--- src/rtl/gdad_pkg.sv ---
// shared types, constants and calendar helpers for the date adder
package gdad_pkg;

  localparam int STEP_W       = 3;
  localparam int REDUCE_STEPS = 6;
  // largest multiple of 400 used in the year mod 400 reduction, halved each step
  localparam logic [13:0] REDUCE_TOP   = 14'd12800;
  localparam logic [15:0] DAYS_LEAP    = 16'd366;
  localparam logic [15:0] DAYS_COMMON  = 16'd365;
  localparam logic [8:0]  CYCLE_LAST   = 9'd399;
  localparam logic [3:0]  MONTH_FIRST  = 4'd1;
  localparam logic [3:0]  MONTH_FEB    = 4'd2;
  localparam logic [3:0]  MONTH_MAR    = 4'd3;
  localparam logic [3:0]  MONTH_LAST   = 4'd12;
  localparam logic [4:0]  DAY_FIRST    = 5'd1;
  localparam logic [4:0]  DAY_LEAP     = 5'd29;

  typedef enum logic [2:0] {
    CMD_NONE,
    CMD_LOAD,
    CMD_REDUCE,
    CMD_CLAMP,
    CMD_YEAR,
    CMD_DAY,
    CMD_OUT
  } gdad_op_t;

  typedef struct packed {
    gdad_op_t          op;
    logic [STEP_W-1:0] step;
  } gdad_cmd_t;

  typedef struct packed {
    logic n_ge_year;
    logic n_zero;
  } gdad_status_t;

  typedef enum logic [2:0] {
    ST_IDLE,
    ST_REDUCE,
    ST_CLAMP,
    ST_YEAR,
    ST_DAY,
    ST_DONE
  } gdad_state_t;

  // leap test on the year taken mod 400
  function automatic logic is_leap(input logic [8:0] r);
    is_leap = (r == 9'd0) ||
              ((r[1:0] == 2'd0) && (r != 9'd100) && (r != 9'd200) && (r != 9'd300));
  endfunction

  function automatic logic [4:0] month_len(input logic [3:0] m, input logic leap);
    case (m)
      4'd2:                    month_len = leap ? 5'd29 : 5'd28;
      4'd4, 4'd6, 4'd9, 4'd11: month_len = 5'd30;
      default:                 month_len = 5'd31;
    endcase
  endfunction

  function automatic logic [13:0] reduce_const(input logic [STEP_W-1:0] step);
    reduce_const = REDUCE_TOP >> step;
  endfunction

endpackage

--- src/rtl/gregorian_date_add_days.sv ---
// year jumps run one per cycle while 366 or more days remain, then one day per cycle
// one item at a time
// the next item is taken while a result waits in the output register
// the year mod 400 is found by compare-subtract steps after accept
// rst is synchronous, active high, and returns the sequencer to idle with no result held
// top level of the gregorian date adder
module gregorian_date_add_days (
  input  logic        clk,
  input  logic        rst,
  input  logic        in_valid,
  output logic        in_stall,
  input  logic [4:0]  start_day,
  input  logic [3:0]  start_month,
  input  logic [13:0] start_year,
  input  logic [15:0] days_to_add,
  output logic        out_valid,
  input  logic        out_stall,
  output logic [4:0]  end_day,
  output logic [3:0]  end_month,
  output logic [13:0] end_year
);
  import gdad_pkg::*;

  gdad_cmd_t    cmd;
  gdad_status_t status;

  gdad_ctrl u_ctrl (
    .clk       (clk),
    .rst       (rst),
    .in_valid  (in_valid),
    .in_stall  (in_stall),
    .out_valid (out_valid),
    .out_stall (out_stall),
    .status    (status),
    .cmd       (cmd)
  );

  gdad_datapath u_dp (
    .clk         (clk),
    .start_day   (start_day),
    .start_month (start_month),
    .start_year  (start_year),
    .days_to_add (days_to_add),
    .cmd         (cmd),
    .status      (status),
    .end_day     (end_day),
    .end_month   (end_month),
    .end_year    (end_year)
  );

endmodule

--- src/rtl/gdad_datapath.sv ---
// date registers, year mod 400 tracking and the day count for the date adder
module gdad_datapath (
  input  logic                  clk,
  input  logic [4:0]            start_day,
  input  logic [3:0]            start_month,
  input  logic [13:0]           start_year,
  input  logic [15:0]           days_to_add,
  input  gdad_pkg::gdad_cmd_t   cmd,
  output gdad_pkg::gdad_status_t status,
  output logic [4:0]            end_day,
  output logic [3:0]            end_month,
  output logic [13:0]           end_year
);
  import gdad_pkg::*;

  logic [4:0]  d;
  logic [3:0]  m;
  logic [13:0] y;
  logic [13:0] r;
  logic [15:0] n;

  logic [8:0]  r_cur;
  logic [8:0]  r_inc;
  logic        leap_cur;
  logic        leap_inc;
  logic [4:0]  len;
  logic [13:0] sub;

  assign r_cur    = r[8:0];
  assign r_inc    = (r_cur == CYCLE_LAST) ? 9'd0 : r_cur + 9'd1;
  assign leap_cur = is_leap(r_cur);
  assign leap_inc = is_leap(r_inc);
  assign len      = month_len(m, leap_cur);
  assign sub      = reduce_const(cmd.step);

  assign status.n_ge_year = (n >= DAYS_LEAP);
  assign status.n_zero    = (n == 16'd0);

  always_ff @(posedge clk) begin
    case (cmd.op)
      CMD_LOAD: begin
        d <= (start_day == 5'd0) ? DAY_FIRST : start_day;
        if (start_month == 4'd0) begin
          m <= MONTH_FIRST;
        end else if (start_month > MONTH_LAST) begin
          m <= MONTH_LAST;
        end else begin
          m <= start_month;
        end
        y <= start_year;
        r <= start_year;
        n <= days_to_add;
      end
      CMD_REDUCE: begin
        if (r >= sub) begin
          r <= r - sub;
        end
      end
      CMD_CLAMP: begin
        if (d > len) begin
          d <= len;
        end
      end
      CMD_YEAR: begin
        // whole year jump, feb 29 start lands on mar 1
        if (m <= MONTH_FEB) begin
          if (leap_cur) begin
            n <= n - DAYS_LEAP;
            if ((m == MONTH_FEB) && (d == DAY_LEAP)) begin
              m <= MONTH_MAR;
              d <= DAY_FIRST;
            end
          end else begin
            n <= n - DAYS_COMMON;
          end
        end else begin
          n <= n - (leap_inc ? DAYS_LEAP : DAYS_COMMON);
        end
        y <= y + 14'd1;
        r <= {5'd0, r_inc};
      end
      CMD_DAY: begin
        n <= n - 16'd1;
        if (d >= len) begin
          d <= DAY_FIRST;
          if (m == MONTH_LAST) begin
            m <= MONTH_FIRST;
            y <= y + 14'd1;
            r <= {5'd0, r_inc};
          end else begin
            m <= m + 4'd1;
          end
        end else begin
          d <= d + 5'd1;
        end
      end
      CMD_OUT: begin
        end_day   <= d;
        end_month <= m;
        end_year  <= y;
      end
      default: begin
      end
    endcase
  end

endmodule

--- src/rtl/gdad_ctrl.sv ---
// sequencer for the date adder: load, year mod 400, clamp, year jumps, day steps, output
module gdad_ctrl (
  input  logic                   clk,
  input  logic                   rst,
  input  logic                   in_valid,
  output logic                   in_stall,
  output logic                   out_valid,
  input  logic                   out_stall,
  input  gdad_pkg::gdad_status_t status,
  output gdad_pkg::gdad_cmd_t    cmd
);
  import gdad_pkg::*;

  gdad_state_t       state;
  gdad_state_t       state_next;
  logic [STEP_W-1:0] step;
  logic [STEP_W-1:0] step_next;
  logic              out_valid_next;

  always_ff @(posedge clk) begin
    if (rst) begin
      state     <= ST_IDLE;
      step      <= '0;
      out_valid <= 1'b0;
    end else begin
      state     <= state_next;
      step      <= step_next;
      out_valid <= out_valid_next;
    end
  end

  always_comb begin
    state_next = state;
    step_next  = step;
    cmd.op     = CMD_NONE;
    cmd.step   = step;
    in_stall   = 1'b1;
    case (state)
      ST_IDLE: begin
        in_stall = 1'b0;
        if (in_valid) begin
          cmd.op     = CMD_LOAD;
          step_next  = '0;
          state_next = ST_REDUCE;
        end
      end
      ST_REDUCE: begin
        cmd.op = CMD_REDUCE;
        if (step == STEP_W'(REDUCE_STEPS - 1)) begin
          state_next = ST_CLAMP;
        end else begin
          step_next = step + STEP_W'(1);
        end
      end
      ST_CLAMP: begin
        cmd.op     = CMD_CLAMP;
        state_next = ST_YEAR;
      end
      ST_YEAR: begin
        if (status.n_ge_year) begin
          cmd.op = CMD_YEAR;
        end else begin
          state_next = ST_DAY;
        end
      end
      ST_DAY: begin
        if (!status.n_zero) begin
          cmd.op = CMD_DAY;
        end else begin
          state_next = ST_DONE;
        end
      end
      ST_DONE: begin
        // wait for the output register to free up
        if (!out_valid || !out_stall) begin
          cmd.op     = CMD_OUT;
          state_next = ST_IDLE;
        end
      end
      default: begin
        state_next = ST_IDLE;
      end
    endcase
    out_valid_next = (out_valid && out_stall) || (cmd.op == CMD_OUT);
  end

endmodule

--- config.mk ---
export PLATFORM = sky130hd
export DESIGN_NAME = gregorian_date_add_days
export DESIGN_NICKNAME = d
export VERILOG_FILES = /design/src/rtl/gdad_pkg.sv /design/src/rtl/gregorian_date_add_days.sv /design/src/rtl/gdad_datapath.sv /design/src/rtl/gdad_ctrl.sv
export SDC_FILE = /design/constraint.sdc
export NUM_CORES = 1
export LEC_CHECK = 0
export BUFFER_PORTS_ARGS = -buffer_cell sky130_fd_sc_hd__buf_2
export CAP_MARGIN = 10
export CORE_ASPECT_RATIO = 0.75
export CORE_MARGIN = 2
export CORE_UTILIZATION = 30
export DETAILED_ROUTE_END_ITERATION = 7
export SLEW_MARGIN = 20
export SYNTH_ARGS = -nofsm -noshare
export SYNTH_HDL_FRONTEND = slang
export SYNTH_SLANG_ARGS = --single-unit
--- constraint.sdc ---
create_clock -name clk -period 10.6 [get_ports clk]
set_clock_uncertainty 0.1 [all_clocks]
set_input_delay 0.53 -clock clk [delete_from_list [all_inputs] [get_ports clk]]
set_output_delay 0.53 -clock clk [all_outputs]
set_load 0.02 [all_outputs]
---- Word-level counts from Yosys, hierarchy flattened ----
Index checks and enable logic that the tools add are counted.
word-level totals
  output and inout bits ................... 25
  bits of input ports ..................... 43
  register bits after elaboration ......... 83
  logic and storage cells ................. 144
cells by class
  reductions and logical operators ........ 33
  equality and inequality tests ........... 39
  shifts and indexed selects .............. 1
  $add $sub $neg .......................... 10
  magnitude comparators ................... 6
  multiplexer cells ....................... 44
operator list
  cell                   count
  $mux 14                5
  $pmux 14 s4            1
  $pmux 16 s3            1
  $pmux 14 s3            1
  $pmux 3 s6             2
  $mux 16                2
  $sub 16x9->16 const B  2
  $mux 3                 10
  $mux 5                 6
  $mux 4                 7
  $ne 2x1->1 const B     10
  $pmux 5 s4             1
  $eq 3x3->1 const B     6
  $logic_not 9->1        2
  $ne 9x7->1 const B     2
  $ne 9x8->1 const B     2
  $ne 9x9->1 const B     2
  $ge 16x9->1 const B    1
  $logic_not 16->1       1
  $sub 16x1->16 const B  1
  $sub 16x16->16         1
  $reduce_and 5->1       3
  $add 14x1->14 const B  1
  $ge 14x14->1           1
  37 further kinds       62

---- Logic depth before layout (Yosys ltp) ----
Gate-level depths: netlist (run 1).
  depth in word-level cells ............... 11
  depth in mapped cells ................... 15
  gate-level depth less buffers ........... 15

---- Cells and area by module ----
Synthesis (run 1) repeated with hierarchy kept, for this count alone.
unflattened totals
  cell total of the unflattened synthesis .. 700
  area, all modules ....................... 6303.5 µm²
modules (own cells, without submodules)
  module         sequential area each (µm²)  cells an instance  area each (µm²)  times used
  gdad_datapath  2282.2                      645                5863.1           1
  gdad_ctrl      140.1                       55                 440.4            1

---- Worst setup path after synthesis (run 1) ----
Ideal clock, no wire load.
  kind .................................... register -> register
  start ................................... register u_dp.r[0]
  end ..................................... register u_dp.n[6] (data pin)
  setup slack ............................. 6.818 ns
  cell stages (with the launch flop) ...... 15
  library setup time ...................... 0.275 ns
  arrival time ............................ 3.407 ns
  period minus slack after synthesis ...... 3.782 ns
  data required time ...................... 10.225 ns
  path buffers ............................ 0
  cells stage by stage .................... edfxtp_1 -> ha_1 -> nand3_1 -> nor3_1 -> nor2_1 -> or3_1 -> mux2i_1 -> a211o_1 -> ha_1 -> inv_1 -> fa_1 -> o311a_1 -> a311oi_2 -> mux2i_1 -> o221ai_1
between the ends
  word-level cells in the longest chain between the ends .. 11
  elaborated cells between the ends (all ways) .. 26
  those cells by class .................... add/sub (2); eq/ne (7); mux (5); reduce/logical (12)
ends and longest elaborated chain
  element                                               line                 text
  start: declaration                                    gdad_datapath.sv:19  logic [13:0] r;
  start signal: assignment                              gdad_datapath.sv:51  r <= start_year;
  start signal: assignment                              gdad_datapath.sv:56  r <= r - sub;
  start signal: assignment                              gdad_datapath.sv:80  r <= {5'd0, r_inc};
  $add 9x1->9 / $eq 9x9->1 (equally long branches)      gdad_datapath.sv:30  assign r_inc = (r_cur == CYCLE_LAST) ? 9'd0 : r_cur + 9'd1;
  $mux 9                                                gdad_datapath.sv:30
  $ne 9x7->1 / $logic_not 2->1 (equally long branches)  gdad_pkg.sv:50       ((r[1:0] == 2'd0) && (r != 9'd100) && (r != 9'd200) && (r != 9'd300));
  $logic_and 1x1->1 (3 in a row)                        gdad_pkg.sv:50
  $logic_or 1x1->1                                      gdad_pkg.sv:49       is_leap = (r == 9'd0) ||
  $mux 2                                                gdad_datapath.sv:77  n <= n - (leap_inc ? DAYS_LEAP : DAYS_COMMON);
  $sub 16x16->16                                        gdad_datapath.sv:77
  $mux 16 (*)                                           gdad_datapath.sv:66  if (m <= MONTH_FEB) begin
  $pmux 16 s3 (*)                                       gdad_datapath.sv:40  case (cmd.op)
  end signal: assignment                                gdad_datapath.sv:68  n <= n - DAYS_LEAP;
  end signal: assignment                                gdad_datapath.sv:77
  end signal: assignment                                gdad_datapath.sv:83  n <= n - 16'd1;
  end: declaration                                      gdad_datapath.sv:20  logic [15:0] n;
Mark *: on every way between the ends. The rest lies on a longest branch, timed or not.
A chain may end at the register's enable or synchronous reset.

---- Worst setup path in the final report (run 1) ----
Same ends and word-level chain as after synthesis.

==> out/results.md, run 1 <==
| Item | Reported |
|---|---|
| Result of the run | completed |
| Required time at the worst-slack endpoint | 10.58 ns |
| Critical path buffer and inverter count | 1 |
| Post-DP HPWL | 12900 um |
| Final critical-path share of the clock period | 0.406 |
| Ordered list of cells on the worst path | ha_1 > nand3_1 > nor3_1 > nor2_1 > or3_1 > mux2i_1 > a211o_1 > ha_1 > inv_1 > fa_1 > o311a_1 > a311oi_2 > mux2i_1 > o221ai_1 |
| FF-to-FF path depth | 14 |
| Kind of cell with the highest combined delay on the critical path | simple AND/OR/NAND/NOR gates |
| Maximum fanout along the worst path | 7 |
| Total number of nets in the final design | 795 |
| Die span in x | 170 um |
| Proportion of synthesized flip-flops having asynchronous set or reset | 0 |
| Global router's overall resource usage | 0.162 |
| Final total negative setup slack | 0 ns |
| Sink count of the clock tree | 83 |
| Number of max-slew violations in the final report | 0 |
| Total congestion overflow | 0 |
| Clk Tree Root Cell | sky130_fd_sc_hd__clkbuf_16 |
| Number of optimization iterations in the first detailed-route pass | 5 |
| Syn Std Cell Area | 6210 um2 |
| Lkg Pwr | 2.65 nW |
| Antenna violations before repair | 0 |
| Detail Route Antenna Nets | 0 |
| Diode count | 0 |
| Core Rows | 45 |
| Cells after Synth | 670 |
| Grt met3 use | 0.0369 |
| Data arrival time at the worst-slack endpoint | 4.28 ns |
| Actual slew at the worst max-slew pin | 0.939 ns |
| F_max | 232 MHz |
| Maximum level of the CTS H-tree | 3 |
| Critical path depth | 14 |
| Register area share after synthesis | 0.390 |
| Die Outline Area | 21900 um2 |
| Later-pin clock latency in the skew report | 0.35 ns |
| Class of the most critical setup path | flip-flop to flip-flop |
| Number of distinct library cells after synthesis | 80 |
| Count of cells resized by post-cts repair | 0 |
| Unrepaired setup endpoints after global routing | false |
| Type of element capturing the critical path | flip-flop |
| Synth Flop Type | sky130_fd_sc_hd__edfxtp_1 |
| Maximum number of pins on one net before global-route repair | 59 |
| Busiest layer in global routing | met1 |
| Vias in the first global route | 4941 |
| Worst hold path startpoint | rst |
| Weighted congestion at the end of routability-driven global placement | 0.890 |
| Global-route wire length before repair | 27500 um |
| Initial detailed-routing violation count | 420 |
| Crit Reg-Reg Endpoint | u_dp.n[6] |
| WHS Path Cells | 2 |
| Longest individual stage delay on the worst path | 0.51 ns |
| Fill cells | 2081 |
| Fraction of met2 tracks used by global routing | 0.215 |
| Area of the core | 20300 um2 |
| Largest voltage drop on the vdd net | 0.0785 mV |
| R2R setup slack | 6.29 ns |
| Max cap viols | 0 |
| Routed Wire Length | 17400 um |
| Count of buffers added by post-CTS timing repair for setup | 0 |
| Initial core utilization | 0.306 |
| CP max stage cell | sky130_fd_sc_hd__nor3_1 |
| DR WL/cell | 17.8 um |
| Power density relative to cell area | 136 nW/um2 |
| Total power after layout | 964 uW |
| Number of CTS-inserted buffers | 9 |
| Crit path time final | 4.31 ns |
| Per-instance average area after synthesis | 9.27 um2 |
| Hold Vio Cnt, Final | 0 |
| Worst slew margin | 0.370 |
| Hold_buf cts | 0 |
| Hold Path Class | input pin to flip-flop |
| Area overhead of the layout relative to synthesis | 13.7% |
| Worst-path clk slew | 0.07 ns |
| TritonCTS clock tree | yes |
| Worst r2r src | u_dp.r[0] |
| Setup Viol. Count Final | 0 |
| Number of top-level pins | 68 |
| Routed via count | 5427 |
| Post-synth net total | 751 |
| Post-synthesis register bit count | 83 |
| Worst Setup Start Kind | flip-flop |
| Proportion of layout cells with a drive suffix above 1 | 0.145 |
| Die boundary height | 129 um |
| Final routed DRC violation total | 0 |
| Number of warning messages in the yosys log | 0 |
| # port buffers | 67 |
| Crit. Startpoint | u_dp.r[0] |
| Per-cell via count in the routed design | 5.56 |
| Buffer levels on the longest clock path | 2 |
| Number of flops mapped to enable cells by yosys | 76 |
| GR met1 Demand/Resource | 0.254 |
| WHS Endpoint | u_ctrl.step[1] |
## sequential cells by signal, summed over array words and instances, names as in the netlist
signal            count
u_dp.end_month        4
u_ctrl.out_valid      1
u_dp.n               16
u_dp.m                4
u_ctrl.step           3
u_dp.d                5
u_ctrl.state          3
u_dp.end_day          5
u_dp.y               14
u_dp.end_year        14
u_dp.r               14
## worst reg2reg max path, stage by stage, from the launching register on
cell,delay (ns)
sky130_fd_sc_hd__edfxtp_1,0.46
sky130_fd_sc_hd__ha_1,0.26
sky130_fd_sc_hd__nand3_1,0.11
sky130_fd_sc_hd__nor3_1,0.51
sky130_fd_sc_hd__nor2_1,0.16
sky130_fd_sc_hd__or3_1,0.39
sky130_fd_sc_hd__mux2i_1,0.13
sky130_fd_sc_hd__a211o_1,0.24
sky130_fd_sc_hd__ha_1,0.17
sky130_fd_sc_hd__inv_1,0.04
sky130_fd_sc_hd__fa_1,0.42
sky130_fd_sc_hd__o311a_1,0.21
sky130_fd_sc_hd__a311oi_2,0.47
sky130_fd_sc_hd__mux2i_1,0.23
sky130_fd_sc_hd__o221ai_1,0.13
## kinds of logic after synthesis
logic type / count (synthesis) / share of synthesized area
simple gates: 243 / 0.202
compound gates: 199 / 0.226
flops: 83 / 0.390
buf+inv: 69 / 0.0494
fa+ha+maj: 38 / 0.0778
xor+xnor: 31 / 0.0437
mux: 7 / 0.0113
## through the flow
stage / setup WS, ns / utilization / cell area (um2) / hold slack (ns) / instances
floorplan: 6.82 / - / 6210 / 0.324 / 670
global placement: 6.51 / 0.332 / 6730 / 0.363 / 961
detailed placement: 6.32 / 0.332 / 6730 / 0.366 / 961
CTS: 6.30 / 0.349 / 7060 / 0.332 / 976
global route: 5.96 / 0.349 / 7060 / 0.355 / 976
finish: 6.29 / 0.349 / 7060 / 0.341 / 976
## cells in the final DEF, fill, tap and decap left out, types with 7 or more instances in the layout
cell and n:
sky130_fd_sc_hd__o31ai_1 7, sky130_fd_sc_hd__and3_1 11, sky130_fd_sc_hd__o21ai_0 38, sky130_fd_sc_hd__nand2_1 65
sky130_fd_sc_hd__a211oi_1 7, sky130_fd_sc_hd__nor2_1 49, sky130_fd_sc_hd__buf_2 67, sky130_fd_sc_hd__ha_1 37
sky130_fd_sc_hd__nor3_1 26, sky130_fd_sc_hd__a221o_1 8, sky130_fd_sc_hd__a21oi_1 46, sky130_fd_sc_hd__buf_4 7
sky130_fd_sc_hd__nand3_1 32, sky130_fd_sc_hd__clkbuf_16 9, sky130_fd_sc_hd__a22oi_1 10, sky130_fd_sc_hd__xor2_1 18
sky130_fd_sc_hd__nor2b_1 8, sky130_fd_sc_hd__xnor2_1 13, sky130_fd_sc_hd__edfxtp_1 76, sky130_fd_sc_hd__a31oi_1 10
sky130_fd_sc_hd__mux2i_1 7, sky130_fd_sc_hd__inv_1 28, sky130_fd_sc_hd__o211ai_1 8, sky130_fd_sc_hd__dfxtp_1 7
## layout make-up
class / instances / area, um2 / area share
clock buffer: 9 / 225 / 0.0319
clock inverter: 6 / 114 / 0.0161
timing repair buffer: 74 / 388 / 0.0549
multi-input combinational: 518 / 3490 / 0.494
tap: 258 / 323 / 0.0457
inverter: 28 / 105 / 0.0149
sequential: 83 / 2420 / 0.343
## report_power, final
part           switching [mW]  internal [mW]  total [mW]  leakage [nW]
registers              0.0319          0.382       0.414         0.766
logic                   0.104         0.0764       0.180          1.72
clock network           0.140          0.230       0.370         0.165
## Yosys cell counts, types with 5 or more instances
library cell,count,share of area
sky130_fd_sc_hd__a211oi_1,7,0.0085
sky130_fd_sc_hd__a21o_1,5,0.0060
sky130_fd_sc_hd__a21oi_1,46,0.037
sky130_fd_sc_hd__a221o_1,8,0.013
sky130_fd_sc_hd__a221oi_1,6,0.0085
sky130_fd_sc_hd__a22oi_1,10,0.012
sky130_fd_sc_hd__a31oi_1,10,0.010
sky130_fd_sc_hd__and3_1,11,0.011
sky130_fd_sc_hd__buf_2,14,0.011
sky130_fd_sc_hd__clkbuf_1,20,0.012
sky130_fd_sc_hd__dfxtp_1,7,0.023
sky130_fd_sc_hd__edfxtp_1,76,0.37
sky130_fd_sc_hd__ha_1,37,0.075
sky130_fd_sc_hd__inv_1,28,0.017
sky130_fd_sc_hd__mux2i_1,7,0.011
sky130_fd_sc_hd__nand2_1,65,0.039
sky130_fd_sc_hd__nand3_1,32,0.026
sky130_fd_sc_hd__nand4_1,6,0.0060
sky130_fd_sc_hd__nor2_1,49,0.030
sky130_fd_sc_hd__nor2b_1,8,0.0081
sky130_fd_sc_hd__nor3_1,27,0.022
sky130_fd_sc_hd__o211ai_1,8,0.0097
sky130_fd_sc_hd__o21a_1,6,0.0073
sky130_fd_sc_hd__o21ai_0,38,0.031
sky130_fd_sc_hd__o221ai_1,6,0.0085
sky130_fd_sc_hd__o31ai_1,7,0.0085
sky130_fd_sc_hd__or3_1,5,0.0050
sky130_fd_sc_hd__or4_1,5,0.0060
sky130_fd_sc_hd__xnor2_1,13,0.018
sky130_fd_sc_hd__xor2_1,18,0.025
## metal layers
layer  routed length [um]  vias up
met5                    0        -
met4                  206        0
met3                 1320       17
met2                 6770      187
met1                 9120     2579
li1                     -     2644
## worst max-delay path by stage
stage | to | slack (ns)
floorplan | u_dp.n[6] | 6.82
global placement | u_dp.n[6] | 6.51
detailed placement | u_dp.n[6] | 6.32
CTS | u_dp.n[6] | 6.30
global route | u_dp.n[6] | 5.96
finish | u_dp.n[6] | 6.29
Power figures use the tool's default switching activity.
==> run 2: changes to the inputs <==
clock period = 3.85 ns   (was 10.6 ns; I/O delays follow)
==> run 2 against run 1 <==
Critical path depth unchanged. Via count increased by 2.1%. Final cell count increased by 3.0%. Highest routed layer unchanged. Maximum frequency increased by 17%. Count of clock-buffer cells in the layout unchanged.
==> out/results.md, run 2 (synthesis gave the netlist of run 1 again) <==
| Item | Reported | vs previous |
|---|---|---|
| Antenna violations before repair | 0 | unchanged |
| Final total negative setup slack | 0 ns | unchanged |
| Largest voltage drop on the vdd net | 0.210 mV | +170% |
| Setup Viol. Count Final | 0 | unchanged |
| # port buffers | 67 | unchanged |
| Clk Tree Root Cell | sky130_fd_sc_hd__clkbuf_16 |  |
| Die span in x | 170 um | unchanged |
| Diode count | 0 | unchanged |
| Total congestion overflow | 0 | unchanged |
| Per-cell via count in the routed design | 5.51 | -0.86% |
| Crit Reg-Reg Endpoint | u_dp.n[5] |  |
| Maximum level of the CTS H-tree | 3 | unchanged |
| Initial core utilization | 0.306 | unchanged |
| Initial detailed-routing violation count | 540 | +29% |
| Register with the highest flop count | u_dp.n |  |
| WHS Path Cells | 2 | unchanged |
| Maximum number of pins on one net before global-route repair | 37 | -37% |
| Unrepaired setup endpoints after global routing | false |  |
| Number of top-level pins | 68 | unchanged |
| Actual slew at the worst max-slew pin | 1.01 ns | +0.0715 ns |
| Global router's overall resource usage | 0.169 | +0.00670 |
| Routed Wire Length | 18000 um | +3.4% |
| Detail Route Antenna Nets | 0 | unchanged |
| Power density relative to cell area | 349 nW/um2 | +160% |
| Most frequent standard cell in the layout excluding fill and tap cells | sky130_fd_sc_hd__edfxtp_1 |  |
| Proportion of layout cells with a drive suffix above 1 | 0.182 | +0.0372 |
| Sink count of the clock tree | 83 | unchanged |
| Placed instance count | 987 | +2.7% |
| Lkg Pwr | 2.76 nW | +4.1% |
| R2R setup slack | 0.17 ns | -6.12 ns |
| Number of CTS-inserted buffers | 9 | unchanged |
| Routed via count | 5540 | +2.1% |
| Data arrival time at the worst-slack endpoint | 3.68 ns | -0.60 ns |
| Vias in the first global route | 5002 | +1.2% |
| FF-to-FF path depth | 14 | unchanged |
| Worst slew margin | 0.322 | -0.0480 |
| Post-Route Hold Slack | 0.00934 ns | -0.331 ns |
| DR WL/cell | 17.9 um | +0.37% |
| Die boundary height | 129 um | unchanged |
| Fill cells | 2091 | +0.48% |
| Total power after layout | 2.52 mW | +160% |
| Worst r2r src | u_dp.r[1] |  |
| Core Rows | 45 | unchanged |
| Post-DP HPWL | 13500 um | +5.1% |
| Result of the run | completed |  |
| Flip-flop count of the largest register, all copies and words added | 16 | unchanged |
| Area overhead of the layout relative to synthesis | 16.4% |  |
| Number of max-slew violations in the final report | 0 | unchanged |
| TritonCTS clock tree | yes |  |
| Total number of nets in the final design | 823 | +3.5% |
| Final routed DRC violation total | 0 | unchanged |
| Worst Setup Start Kind | flip-flop |  |
| Hold Vio Cnt, Final | 0 | unchanged |
| F_max | 272 MHz | +17% |
| Global-route wire length before repair | 28600 um | +4.0% |
| Number of optimization iterations in the first detailed-route pass | 5 | unchanged |
| Area of the core | 20300 um2 | unchanged |
| Weighted congestion at the end of routability-driven global placement | 0.896 | +0.75% |
| Post-Layout Cell Count | 1005 | +3.0% |
| Max cap viols | 0 | unchanged |
| WHS Endpoint | u_ctrl.step[1] |  |
| Later-pin clock latency in the skew report | 0.35 ns | about the same |
| Hold Path Class | input pin to flip-flop |  |
| Type of element capturing the critical path | flip-flop |  |
| Buffer levels on the longest clock path | 2 | unchanged |
| Worst-path clk slew | 0.07 ns | about the same |
| Required time at the worst-slack endpoint | 3.85 ns | -6.73 ns |
| Worst hold path startpoint | rst |  |
| Maximum fanout along the worst path | 4 | -3 |
| Crit path time final | 3.68 ns | -0.630 ns |
| Die Outline Area | 21900 um2 | unchanged |
| Final critical-path share of the clock period | 0.955 | +0.549 |
| Commonest cells after routing, fill and taps aside | sky130_fd_sc_hd__edfxtp_1, sky130_fd_sc_hd__buf_2, sky130_fd_sc_hd__nand2_1 |  |
| Class of the most critical setup path | flip-flop to flip-flop |  |
==> run 2: layout make-up <==
type                            instances  area (um2)  area share
Inverter                               28         105      0.0145
Sequential cell                        83        2420       0.335
Multi-Input combinational cell        518        3500       0.485
Timing Repair Buffer                  102         598      0.0828
Tap cell                              258         323      0.0447
Clock buffer                            9         225      0.0312
Clock inverter                          7        50.0     0.00693
==> run 2: worst max path at each step <==
stage	cells past startpoint	from	end	slack, ns
2_1_floorplan	14	u_dp.r[0]	u_dp.n[6]	0.07
3_3_place_gp	16	u_dp.r[0]	u_dp.n[10]	0.14
3_5_place_dp	16	u_dp.r[0]	u_dp.n[10]	0.09
4_1_cts	16	u_dp.r[0]	u_dp.n[10]	0.06
5_1_grt	16	u_dp.r[1]	u_dp.n[10]	0.005
6_report	14	u_dp.r[1]	u_dp.n[5]	0.17
==> run 2: per-layer routing <==
| layer | wire [um] | share of wire | GRT usage | vias to the layer above |
|---|---|---|---|---|
| li1 | - | - | - | 2703 |
| met1 | 9310 | 0.52 | 0.264 | 2602 |
| met2 | 7040 | 0.39 | 0.230 | 218 |
| met3 | 1430 | 0.080 | 0.0338 | 17 |
| met4 | 215 | 0.012 | 0.0483 | 0 |
| met5 | 0 | 0 | 0 | - |
==> run 2: power breakdown <==
group	leakage, nW	switching [mW]	internal [mW]
clock network	0.137	0.383	0.442
logic	1.85	0.334	0.245
registers	0.766	0.0641	1.05
==> run 2: per-stage QoR <==
| stage | worst slack, ns | cell area, um2 | util |
|---|---|---|---|
| 2_1_floorplan | 0.0680 | 6210 | - |
| 3_3_place_gp | 0.138 | 6920 | 0.341 |
| 3_5_place_dp | 0.0871 | 6920 | 0.341 |
| 4_1_cts | 0.0611 | 7200 | 0.355 |
| 5_1_grt | 0.00477 | 7230 | 0.357 |
| 6_report | 0.174 | 7230 | 0.357 |
==> run 2: critical path, stage by stage, from the launching register on <==
cell and delay, ns:
sky130_fd_sc_hd__edfxtp_1 0.36, sky130_fd_sc_hd__ha_2 0.21, sky130_fd_sc_hd__and3_1 0.24, sky130_fd_sc_hd__nand3_1 0.11, sky130_fd_sc_hd__xor2_1 0.19, sky130_fd_sc_hd__nor4b_2 0.16
sky130_fd_sc_hd__and4b_1 0.20, sky130_fd_sc_hd__a211o_1 0.30, sky130_fd_sc_hd__ha_1 0.28, sky130_fd_sc_hd__nor2b_1 0.14, sky130_fd_sc_hd__o21a_1 0.21, sky130_fd_sc_hd__or3_1 0.44
sky130_fd_sc_hd__o211ai_1 0.13, sky130_fd_sc_hd__a21oi_1 0.09, sky130_fd_sc_hd__a221o_1 0.26
==> run 2: what timing repair did <==
item,CTS,global route
resized for setup,0,5
hold buffers,0,0
setup buffers,0,2
endpoints found under the setup margin,0,10
